--- config.mk ---
export PLATFORM = sky130hd
export DESIGN_NAME = wind_rose_histogram
export DESIGN_NICKNAME = d
export VERILOG_FILES = /design/src/rtl/core/wrh_pkg.sv /design/src/rtl/core/wrh_classify.sv /design/src/rtl/core/wind_rose_histogram.sv
export SDC_FILE = /design/constraint.sdc
export NUM_CORES = 2
export LEC_CHECK = 0
export BUFFER_PORTS_ARGS = -buffer_cell sky130_fd_sc_hd__buf_2
export CAP_MARGIN = 10
export CELL_PAD_IN_SITES_DETAIL_PLACEMENT = 1
export CELL_PAD_IN_SITES_GLOBAL_PLACEMENT = 2
export CORE_MARGIN = 1.5
export CORE_UTILIZATION = 35
export DETAILED_ROUTE_END_ITERATION = 6
export PLACE_DENSITY_LB_ADDON = 0.3
export SYNTH_ARGS = -nofsm -noshare
export SYNTH_HDL_FRONTEND = slang
export SYNTH_SLANG_ARGS = --single-unit
--- constraint.sdc ---
create_clock -name clk -period 8.85 [get_ports clk]
set_clock_uncertainty 0.15 [all_clocks]
set_input_delay 1.3275 -clock clk [delete_from_list [all_inputs] [get_ports clk]]
set_output_delay 1.3275 -clock clk [all_outputs]
set_load 0.02 [all_outputs]
--- src/rtl/core/wrh_pkg.sv ---
// Package for the wind-rose histogram: payload structs, stage struct and fixed constants.
// Depends on nothing; every other file of the block refers to it by scoped names.
`timescale 1ns / 1ps
`default_nettype none

package wrh_pkg;

  localparam int unsigned DIR_W       = 13;
  localparam int unsigned SPEED_W     = 16;
  localparam int unsigned LIMIT_W     = 15;
  localparam int unsigned SEC_FIELD_W = 4;
  localparam int unsigned BIN_W       = 3;
  localparam int unsigned OUT_COUNT_W = 32;
  localparam int unsigned SPEED_BINS  = 5;
  localparam int unsigned MULT_K      = 26;

  localparam logic [DIR_W-1:0] FULL_CIRCLE = 13'd5760;

  localparam logic [BIN_W-1:0] SPEED_BIN_ZERO  = 3'd0;
  localparam logic [BIN_W-1:0] SPEED_BIN_LOW   = 3'd1;
  localparam logic [BIN_W-1:0] SPEED_BIN_MID   = 3'd2;
  localparam logic [BIN_W-1:0] SPEED_BIN_HIGH  = 3'd3;
  localparam logic [BIN_W-1:0] SPEED_BIN_ABOVE = 3'd4;

  localparam logic [1:0] REG_LIMIT_LOW  = 2'd0;
  localparam logic [1:0] REG_LIMIT_MID  = 2'd1;
  localparam logic [1:0] REG_LIMIT_HIGH = 2'd2;

  localparam logic [LIMIT_W-1:0] LIMIT_LOW_RST  = 15'd80;
  localparam logic [LIMIT_W-1:0] LIMIT_MID_RST  = 15'd240;
  localparam logic [LIMIT_W-1:0] LIMIT_HIGH_RST = 15'd400;

  localparam logic REQ_SAMPLE = 1'b0;
  localparam logic REQ_READ   = 1'b1;

  typedef struct packed {
    logic                      req_type;
    logic signed [SPEED_W-1:0] wind_speed;
    logic [DIR_W-1:0]          wind_direction;
    logic [SEC_FIELD_W-1:0]    read_sector;
    logic [BIN_W-1:0]          read_speed_bin;
  } wrh_in_t;

  typedef struct packed {
    logic                   counted;
    logic [SEC_FIELD_W-1:0] sector;
    logic [BIN_W-1:0]       speed_bin;
    logic [OUT_COUNT_W-1:0] bin_count;
  } wrh_out_t;

  typedef struct packed {
    logic                   valid;
    logic                   req_type;
    logic                   dir_ok;
    logic [BIN_W-1:0]       speed_bin;
    logic [SEC_FIELD_W-1:0] read_sector;
    logic [BIN_W-1:0]       read_speed_bin;
  } wrh_stage_t;

endpackage

`default_nettype wire

--- src/rtl/core/wrh_classify.sv ---
// First pipeline stage: speed binning against the limits and sector number by constant reciprocal.
// Depends on wrh_pkg.
`timescale 1ns / 1ps
`default_nettype none

module wrh_classify #(
  parameter int SECTORS = 16
) (
  input  wire logic                                clk,
  input  wire logic                                rst_n,
  input  wire logic                                valid_i,
  input  wire wrh_pkg::wrh_in_t                    in_data_i,
  input  wire logic [wrh_pkg::LIMIT_W-1:0]         limit_low_i,
  input  wire logic [wrh_pkg::LIMIT_W-1:0]         limit_mid_i,
  input  wire logic [wrh_pkg::LIMIT_W-1:0]         limit_high_i,
  output wrh_pkg::wrh_stage_t                      stage_o,
  output logic [$clog2(SECTORS)-1:0]               sector_o
);

  localparam int unsigned SEC_W   = $clog2(SECTORS);
  localparam logic [63:0] SEC_MUL =
    ((64'd1 << wrh_pkg::MULT_K) * SECTORS + 64'(wrh_pkg::FULL_CIRCLE) - 64'd1) /
    64'(wrh_pkg::FULL_CIRCLE);
  localparam int unsigned MUL_W  = $clog2(SEC_MUL + 64'd1);
  localparam int unsigned PROD_W = wrh_pkg::DIR_W + MUL_W;

  logic signed [16:0]            speed_s;
  logic signed [16:0]            lo_s;
  logic signed [16:0]            mi_s;
  logic signed [16:0]            hi_s;
  logic [wrh_pkg::BIN_W-1:0]     speed_bin;
  logic [MUL_W-1:0]              mul_c;
  logic [PROD_W-1:0]             prod;

  logic                          valid_r;
  logic                          req_type_r;
  logic                          dir_ok_r;
  logic [wrh_pkg::BIN_W-1:0]     speed_bin_r;
  logic [wrh_pkg::SEC_FIELD_W-1:0] read_sector_r;
  logic [wrh_pkg::BIN_W-1:0]     read_speed_bin_r;
  logic [PROD_W-1:0]             prod_r;

  assign speed_s = {in_data_i.wind_speed[wrh_pkg::SPEED_W-1], in_data_i.wind_speed};
  assign lo_s    = {2'b00, limit_low_i};
  assign mi_s    = {2'b00, limit_mid_i};
  assign hi_s    = {2'b00, limit_high_i};

  always_comb begin
    if (speed_s == 17'sd0) begin
      speed_bin = wrh_pkg::SPEED_BIN_ZERO;
    end else if (speed_s > 17'sd0 && speed_s <= lo_s) begin
      speed_bin = wrh_pkg::SPEED_BIN_LOW;
    end else if (speed_s > lo_s && speed_s <= mi_s) begin
      speed_bin = wrh_pkg::SPEED_BIN_MID;
    end else if (speed_s > mi_s && speed_s <= hi_s) begin
      speed_bin = wrh_pkg::SPEED_BIN_HIGH;
    end else begin
      speed_bin = wrh_pkg::SPEED_BIN_ABOVE;
    end
  end

  // The reciprocal is rounded up; the error stays below one part in 5760 for any valid direction.
  assign mul_c = SEC_MUL[MUL_W-1:0];
  assign prod  = PROD_W'(in_data_i.wind_direction) * PROD_W'(mul_c);

  always_ff @(posedge clk) begin
    if (!rst_n) begin
      valid_r <= 1'b0;
    end else begin
      valid_r <= valid_i;
    end
  end

  always_ff @(posedge clk) begin
    req_type_r       <= in_data_i.req_type;
    dir_ok_r         <= (in_data_i.wind_direction < wrh_pkg::FULL_CIRCLE);
    speed_bin_r      <= speed_bin;
    read_sector_r    <= in_data_i.read_sector;
    read_speed_bin_r <= in_data_i.read_speed_bin;
    prod_r           <= prod;
  end

  always_comb begin
    stage_o.valid          = valid_r;
    stage_o.req_type       = req_type_r;
    stage_o.dir_ok         = dir_ok_r;
    stage_o.speed_bin      = speed_bin_r;
    stage_o.read_sector    = read_sector_r;
    stage_o.read_speed_bin = read_speed_bin_r;
  end

  assign sector_o = prod_r[wrh_pkg::MULT_K +: SEC_W];

endmodule

`default_nettype wire

--- src/rtl/core/wind_rose_histogram.sv ---
// Top level of the wind-rose histogram: configuration registers, counter memory and update stage.
// Depends on wrh_pkg and wrh_classify.
`timescale 1ns / 1ps
`default_nettype none

// Usage.
// Items arrive on in_data and are transferred at a clock edge where start is high and busy is low.
// A sample item (req_type 0) adds one, saturating, to the counter of its direction sector and speed
// bin, and is not counted if its direction is not below 5760; a read item (req_type 1) returns one
// counter and changes nothing. Every item yields exactly one result. The result is on out_data
// with out_valid high for a single cycle; the receiver cannot stall. One item is taken every clock
// cycle while busy is low. The counters live in one memory with a registered read port and a
// write port; each item reads its counter in the second stage and writes it back in the third,
// and a write-to-read bypass covers consecutive items on the same counter, so the memory's single
// read-modify-write per cycle sets the throughput. After reset busy stays high while the memory
// is cleared one counter per cycle; configuration writes are taken throughout. The speed limits
// are written over the APB port at byte addresses 0, 4 and 8; the user must write them only while
// no item is in flight, as the block itself does not enforce this.
module wind_rose_histogram #(
  parameter int SECTORS     = 16,
  parameter int COUNT_WIDTH = 32
) (
  input  wire logic              clk,
  input  wire logic              rst_n,
  input  wire logic              start,
  output logic                   busy,
  input  wire wrh_pkg::wrh_in_t  in_data,
  output logic                   out_valid,
  output wrh_pkg::wrh_out_t      out_data,
  input  wire logic              psel,
  input  wire logic              penable,
  input  wire logic              pwrite,
  input  wire logic [3:0]        paddr,
  input  wire logic [31:0]       pwdata,
  output logic [31:0]            prdata,
  output logic                   pready
);

  localparam int unsigned SEC_W = $clog2(SECTORS);
  localparam int unsigned DEPTH = SECTORS * wrh_pkg::SPEED_BINS;
  localparam int unsigned IDX_W = $clog2(DEPTH);
  localparam logic [6:0]  SECTORS_L = 7'(SECTORS);
  localparam logic [IDX_W-1:0] LAST_IDX = IDX_W'(DEPTH - 1);

  logic [wrh_pkg::LIMIT_W-1:0] limit_low_r;
  logic [wrh_pkg::LIMIT_W-1:0] limit_mid_r;
  logic [wrh_pkg::LIMIT_W-1:0] limit_high_r;
  logic                        cfg_write;

  logic                        clr_active_r;
  logic [IDX_W-1:0]            clr_idx_r;

  wrh_pkg::wrh_stage_t         s1;
  logic [SEC_W-1:0]            s1_sector;
  logic [IDX_W-1:0]            s1_idx_sample;
  logic [IDX_W-1:0]            s1_idx_read;
  logic                        s1_read_ok;

  logic [COUNT_WIDTH-1:0]      bin_mem [DEPTH];
  logic [COUNT_WIDTH-1:0]      rd_data_r;

  logic                        s2_valid_r;
  logic                        s2_write_r;
  logic                        s2_hit_r;
  logic [IDX_W-1:0]            s2_idx_r;
  logic [wrh_pkg::SEC_FIELD_W-1:0] s2_sector_r;
  logic [wrh_pkg::BIN_W-1:0]   s2_bin_r;

  logic                        wr_en_r;
  logic [IDX_W-1:0]            wr_idx_r;
  logic [COUNT_WIDTH-1:0]      wr_val_r;

  logic [COUNT_WIDTH-1:0]      cur_count;
  logic [COUNT_WIDTH-1:0]      new_count;
  logic [COUNT_WIDTH-1:0]      res_count;

  logic                        out_valid_r;
  wrh_pkg::wrh_out_t           out_data_r;

  // Configuration port.
  assign pready    = 1'b1;
  assign cfg_write = psel && penable && pwrite;

  always_ff @(posedge clk) begin
    if (!rst_n) begin
      limit_low_r  <= wrh_pkg::LIMIT_LOW_RST;
      limit_mid_r  <= wrh_pkg::LIMIT_MID_RST;
      limit_high_r <= wrh_pkg::LIMIT_HIGH_RST;
    end else if (cfg_write) begin
      case (paddr[3:2])
        wrh_pkg::REG_LIMIT_LOW:  limit_low_r  <= pwdata[wrh_pkg::LIMIT_W-1:0];
        wrh_pkg::REG_LIMIT_MID:  limit_mid_r  <= pwdata[wrh_pkg::LIMIT_W-1:0];
        wrh_pkg::REG_LIMIT_HIGH: limit_high_r <= pwdata[wrh_pkg::LIMIT_W-1:0];
        default: ;
      endcase
    end
  end

  always_comb begin
    case (paddr[3:2])
      wrh_pkg::REG_LIMIT_LOW:  prdata = {17'd0, limit_low_r};
      wrh_pkg::REG_LIMIT_MID:  prdata = {17'd0, limit_mid_r};
      wrh_pkg::REG_LIMIT_HIGH: prdata = {17'd0, limit_high_r};
      default:                 prdata = 32'd0;
    endcase
  end

  // Clearing pass after reset.
  always_ff @(posedge clk) begin
    if (!rst_n) begin
      clr_active_r <= 1'b1;
      clr_idx_r    <= '0;
    end else if (clr_active_r) begin
      clr_idx_r <= clr_idx_r + 1'b1;
      if (clr_idx_r == LAST_IDX) begin
        clr_active_r <= 1'b0;
      end
    end
  end

  assign busy = clr_active_r;

  wrh_classify #(
    .SECTORS (SECTORS)
  ) u_classify (
    .clk          (clk),
    .rst_n        (rst_n),
    .valid_i      (start && !clr_active_r),
    .in_data_i    (in_data),
    .limit_low_i  (limit_low_r),
    .limit_mid_i  (limit_mid_r),
    .limit_high_i (limit_high_r),
    .stage_o      (s1),
    .sector_o     (s1_sector)
  );

  // Second stage: counter address and memory read.
  assign s1_idx_sample = (IDX_W'(s1_sector) << 2) + IDX_W'(s1_sector) + IDX_W'(s1.speed_bin);
  assign s1_idx_read   = (IDX_W'(s1.read_sector) << 2) + IDX_W'(s1.read_sector)
                         + IDX_W'(s1.read_speed_bin);
  assign s1_read_ok    = ({3'd0, s1.read_sector} < SECTORS_L)
                         && (s1.read_speed_bin < 3'(wrh_pkg::SPEED_BINS));

  always_ff @(posedge clk) begin
    if (s1.req_type == wrh_pkg::REQ_READ) begin
      rd_data_r <= bin_mem[s1_idx_read];
    end else begin
      rd_data_r <= bin_mem[s1_idx_sample];
    end
  end

  always_ff @(posedge clk) begin
    if (!rst_n) begin
      s2_valid_r <= 1'b0;
    end else begin
      s2_valid_r <= s1.valid;
    end
  end

  always_ff @(posedge clk) begin
    if (s1.req_type == wrh_pkg::REQ_READ) begin
      s2_write_r  <= 1'b0;
      s2_hit_r    <= s1_read_ok;
      s2_idx_r    <= s1_idx_read;
      s2_sector_r <= s1.read_sector;
      s2_bin_r    <= s1.read_speed_bin;
    end else begin
      s2_write_r  <= s1.dir_ok;
      s2_hit_r    <= 1'b0;
      s2_idx_r    <= s1_idx_sample;
      s2_sector_r <= s1.dir_ok ? wrh_pkg::SEC_FIELD_W'(s1_sector) : '0;
      s2_bin_r    <= s1.speed_bin;
    end
  end

  // Third stage: bypass, saturating increment and write-back.
  assign cur_count = (wr_en_r && (wr_idx_r == s2_idx_r)) ? wr_val_r : rd_data_r;
  assign new_count = (&cur_count) ? cur_count : cur_count + 1'b1;

  always_comb begin
    if (s2_write_r) begin
      res_count = new_count;
    end else if (s2_hit_r) begin
      res_count = cur_count;
    end else begin
      res_count = '0;
    end
  end

  always_ff @(posedge clk) begin
    if (clr_active_r) begin
      bin_mem[clr_idx_r] <= '0;
    end else if (s2_valid_r && s2_write_r) begin
      bin_mem[s2_idx_r] <= new_count;
    end
  end

  always_ff @(posedge clk) begin
    if (!rst_n) begin
      wr_en_r     <= 1'b0;
      out_valid_r <= 1'b0;
    end else begin
      wr_en_r     <= s2_valid_r && s2_write_r;
      out_valid_r <= s2_valid_r;
    end
  end

  always_ff @(posedge clk) begin
    wr_idx_r             <= s2_idx_r;
    wr_val_r             <= new_count;
    out_data_r.counted   <= s2_write_r;
    out_data_r.sector    <= s2_sector_r;
    out_data_r.speed_bin <= s2_bin_r;
    out_data_r.bin_count <= wrh_pkg::OUT_COUNT_W'(res_count);
  end

  assign out_valid = out_valid_r;
  assign out_data  = out_data_r;

endmodule

`default_nettype wire

* Yosys cells after proc, flatten, opt, wreduce, memory -nomap -nowiden
Memory sizes are Yosys's and may differ from the RTL's.
Index checks and enable logic that the tools add are counted.
** Word-level totals
- RAM bits :: 2560
- Output and inout port bits :: 75
- Bits in read-only memories :: 0
- Word-level logic and storage cells :: 90
- Flip-flop bits (word level) :: 225
- Memories :: 1
- Bits in latches :: 0
- Bits of input ports :: 79
** Memories
- bin_mem :: words 80, bits a word 32, read ports 2, clocked after memory_dff 0, wr ports 1, RTL line wind_rose_histogram.sv:59 : logic [COUNT_WIDTH-1:0] bin_mem [DEPTH];
** Operators by class
- $add $sub $neg :: 6
- Magnitude comparators :: 8
- Mux-type cells :: 23
- Divide/modulo/power cells :: 0
- Shift-type cells :: 0
- Equality and inequality tests :: 4
- Bitwise gates (word level) :: 0
- Reduce and logical (&&, ||, !) cells :: 18
- $mul :: 1
** Operators by type and width (count)
- two-way mux 32 bit :: 6
- less-or-equal comparator 16 bit :: 3
- one-hot mux 15 bit (3 select lines) :: 1
- adder 32 x 1 -> 32 bit (second input constant) :: 1
- > comparator 16 bit :: 2
- AND reduction 32 bit :: 1
- OR reduction 32 bit :: 1
- multiplier 13 x 17 -> 29 bit (second input constant) :: 1
- logical NOT 17 bit :: 1
- > comparator 16 x 1 -> 1 bit (second input constant) :: 1
- adder 6 x 4 -> 7 bit :: 2
- adder 7 x 3 -> 7 bit :: 2
- two-way mux 7 bit :: 2
- < comparator 13 bit (second input constant) :: 1
- two-way mux 1 bit :: 9
- logical AND 1 bit :: 8
- two-way mux 4 bit :: 2
- adder 7 x 1 -> 7 bit (second input constant) :: 1
- == test 7 bit :: 1
- == test 7 bit (second input constant) :: 1
- two-way mux 3 bit :: 2
- AND reduction 2 bit :: 3
- < comparator 3 bit (second input constant) :: 1
- OR reduction 3 bit :: 1
- 6 further kinds :: 6

* Depth between registers and ports, before layout
- Depth in word-level cells :: 6
- Mapped depth :: 20
- Gate-level depth less buffers :: 18

* Cells and area by module
Synthesis repeated with hierarchy kept, for this count alone.
** Second synthesis, totals
- Cell total of the unflattened synthesis :: 6939
- Area total of the unflattened synthesis :: 131403.5 sq um
** Modules (own cells, without submodules)
- wind_rose_histogram :: cells an instance 6414, times used 1, area an instance 126551.4 sq um, seq. area each 80537.2 sq um
- wrh_classify :: cells an instance 525, times used 1, area an instance 4852.2 sq um, seq. area each 340.3 sq um

* Worst setup path before layout
OpenSTA, ideal clock, no wires.
- Path kind :: input -> register
- From :: input port in_data[17] (netlist name)
- To :: register u_classify.prod_r[28]
- Stages on the path :: 18
- Buffers on the path :: 0
- Arrival :: 5.127 ns
- Setup time :: 0.072 ns
- Setup slack :: 3.501 ns
- Data required time :: 8.628 ns
- Cells stage by stage :: fa_1 > inv_1 > fa_1 > inv_1 > fa_1 > inv_1 > fa_1 > fa_1 > inv_1 > ha_1 > a21oi_1 > nor2_1 > nor2_1 > nand2_1 > o2111ai_1 > o21ai_0 > a21oi_1 > xnor2_1
** Between the ends
- Longest elaborated chain between the ends :: 1
** Ends and longest elaborated chain
- start: declaration :: RTL line wind_rose_histogram.sv:27 : input wire wrh_pkg::wrh_in_t in_data,
- multiplier 13 x 17 -> 29 bit :: RTL line wrh_classify.sv:64 : assign prod = PROD_W'(in_data_i.wind_direction) * PROD_W'(mul_c);
- via u_classify.prod[28] :: RTL line wrh_classify.sv:33 : logic [PROD_W-1:0] prod;
- end signal: assignment :: RTL line wrh_classify.sv:80 : prod_r <= prod;
- end: declaration :: RTL line wrh_classify.sv:41 : logic [PROD_W-1:0] prod_r;
The timed path passes the listed nets, and every way through them passes these cells.
A chain may end at the register's enable or synchronous reset.

* Worst setup path in the final report
- From :: register u_classify.prod_r[29]
- To :: register rd_data_r[17]
** Between the ends
- Longest elaborated chain between the ends :: 4
** Ends and longest elaborated chain
- adder 6 x 4 -> 7 bit :: RTL line wind_rose_histogram.sv:138 : assign s1_idx_sample = (IDX_W'(s1_sector) << 2) + IDX_W'(s1_sector) + IDX_W'(s1.speed_bin);
- adder 7 x 3 -> 7 bit :: RTL line wind_rose_histogram.sv:138
- memory read (80 x 32 bit)
- two-way mux 32 bit :: RTL line wind_rose_histogram.sv:145 : if (s1.req_type == wrh_pkg::REQ_READ) begin
- end signal: assignment :: RTL line wind_rose_histogram.sv:146 : rd_data_r <= bin_mem[s1_idx_read];
- end signal: assignment :: RTL line wind_rose_histogram.sv:148 : rd_data_r <= bin_mem[s1_idx_sample];
- end: declaration :: RTL line wind_rose_histogram.sv:60 : logic [COUNT_WIDTH-1:0] rd_data_r;
No other way between the ends.

==> impl_metrics.ini <==
[drt]
drt-wirelength-per-cell_um = 37.2
detail-route-antenna-nets = 0
dr.pass1.iters = 5
wirelength_mm = 460
vias = 75500
via_per_inst = 6.11
drtIter0Drc = 8949
drc = 0

[synthesis]
synthXorXnorAreaFrac_pct = 0.367
yosysMostFrequentCell = edfxtp_1
muxShareOfSynthArea_pct = 26.9
synth_top_area_share_pct = 58.5
synth_common_cells = edfxtp_1, mux4_2, nand2_1, clkbuf_1, dfxtp_1
synthSimpleGateAreaFrac_pct = 3.57
postSynthAreaPerCell_um2 = 19.0
yosysUniqueCellTypes = 79
syn_inst = 6921
synth_fa_ha_area_share_pct = 2.49
synth_top_family_by_area = multiplexers
synth_top_cell_by_area = edfxtp_1
synthFlopType = edfxtp_1
yosys_warnings = 0
synth_seq_cells = 2760
async_flop_share_pct = 0
synth_area_leaders = edfxtp_1, mux4_2, dfxtp_1
synth_compound_area_share_pct = 2.64
synth_edf_count = 2560
syn_area_um2 = 131000
synth_seq_area_share_pct = 61.6

[global_route]
grt_max_degree = 111
first_global_vias = 79700
grt_antenna_before_repair = 26
gr-usage-all-layers_pct = 24.1
gr-total-overflow = 0
grt_pass1_wl_mm = 641

[critical_path]
path_cells = ha_1, ha_1, a21oi_1, nand3_1, nand2_8, buf_4, mux4_2, o21ai_0, a31oi_1
cp_max_fo = 55
slowest_stage = nand2_8
worst-setup-path-type = register to register
end_kind = register
timing.critical_path.arrival_ns = 6.74
slowest_delay_ns = 1.08
startpoint_type = register
crit_required_ns = 9.49
cp_common_cell = ha_1

[power_and_ir_drop]
total_power_mw = 46.8
leakagePower_nw = 46.5
peakVddDrop_mv = 0.452
powerDensity_nw_per_um2 = 314

[timing]
slew_headroom_pct = 11.5
maxClockFrequency_mhz = 164
report.final.slew_viol_count = 0
finalHoldViolCount = 0
period_share_pct = 68.9
fin_setup_tns_ns = 0
rsz0062_at_grt = false
finalCriticalPeriod_ns = 6.10
worstMarginPinSlew_ns = 1.33
setup_viol = 0

[clocking]
cts_tree = yes
clock-sinks = 2760
clk_latency_ns = 0.96
cts-hold-fix-buffers = 0
clockBufferDepth = 4
htree_levels = 5
cts_resized = 0
post_cts_buffers = 0
cts.clk_slew.worst_paths_ns = 0.06
cts_root_buffer = clkbuf_16
cts_buffers = 311

[placement]
gp_congestion = 0.836
hpwl_mm = 274
portBuffers = 116
dp_cells = 11800

[min_path]
hp-class = register to register

[floorplanning]
die-area_um2 = 379000
die_x_um = 616
die_y_um = 616
ios = 154
core_area_um2 = 373000
rows = 224
initial_core_util_pct = 35.2

[status]
status = finished clean

[cells_and_area]
nets = 7405
final_cells = 12400
layout-drive-gt1-share_pct = 33.4
syn_to_final_growth_pct = 13.3
final_core_util_pct = 39.9
fillers = 35700

[run]
cap_violations = 0
## metal layers
metal  track usage [%]  part of all wire (%)  up-vias
met5                 0                     0        -
met4              8.25                   3.9        0
met3              5.01                   8.8      720
met2              38.5                    47     3489
met1              32.8                    40    41800
li1                  -                     -    29500
## critical path: cells and delay by family (launching register included)
kind	cells	cell delay [ns]
adder cells (fa/ha/maj)	2	0.76
multiplexers	1	0.56
buffers and inverters	1	0.59
flip-flops	1	0.61
AND/OR/NAND/NOR	2	1.87
AO/OA/AOI/OAI	3	1.28
## final timing paths
kind / end / cells after the start / from / slack (ns)
max: rd_data_r[17]$_DFF_P_ / 9 / u_classify.prod_r[29]$_DFF_P_ / 2.75
min: out_data[36]$_DFF_P_ / 0 / s2_sector_r[1]$_DFF_P_ / 0.18
max reg2reg: rd_data_r[17]$_DFF_P_ / 9 / u_classify.prod_r[29]$_DFF_P_ / 2.75
min reg2reg: out_data[36]$_DFF_P_ / 0 / s2_sector_r[1]$_DFF_P_ / 0.18
## cells by family after synthesis
logic type / after synthesis
compound gates: 492
buf+inv: 680
other cells: 2
simple gates: 1036
mux: 1673
fa+ha+maj: 223
flops: 2760
xor+xnor: 55
## state kept, by name (all words and copies together), names as in the netlist, 3 cells and up
signal                       cells
limit_high_r                    15
u_classify.speed_bin_r           3
clr_idx_r                        7
s2_idx_r                         7
out_data                        40
s2_sector_r                      4
wr_val_r                        32
limit_mid_r                     15
u_classify.read_speed_bin_r      3
u_classify.read_sector_r         4
wr_idx_r                         7
bin_mem                       2560
rd_data_r                       32
limit_low_r                     15
u_classify.prod_r                4
s2_bin_r                         3
## cell usage in the layout (no fill, tap or decap), types with 62 or more instances in the layout
cell	count
edfxtp_1	2560
mux4_2	1484
nand2_1	518
clkbuf_16	318
buf_4	202
dfxtp_1	198
inv_1	184
nand3_1	178
mux2i_1	177
ha_1	155
buf_2	116
a21oi_1	92
nor2_4	86
o21ai_0	82
clkbuf_1	68
fa_1	62
## through the flow
stage	hold WS (ns)	cell area [um^2]	setup slack, ns
2_1_floorplan	0.160	131000	3.50
3_3_place_gp	0.164	139000	2.71
3_5_place_dp	0.164	139000	2.67
4_1_cts	0.170	149000	2.65
5_1_grt	0.186	149000	2.62
6_report	0.176	149000	2.75
## area by class of cell
cell class | instances | area [um^2] | share of cell area, %
multi-input combinational | 3497 | 48200 | 32.4
inverter | 184 | 691 | 0.464
antenna | 18 | 45.0 | 0.0303
timing repair buffer | 349 | 2690 | 1.81
sequential | 2760 | 80900 | 54.3
tap | 4972 | 6220 | 4.18
clock inverter | 167 | 1690 | 1.14
clock buffer | 406 | 8470 | 5.69
## power breakdown
part           internal [mW]  switching (mW)  total, mW
registers               14.4           0.426       14.8
clock network           7.55            5.56       13.1
logic                   6.44            12.4       18.8
Note: power is estimated with default switching activity, not from simulation.
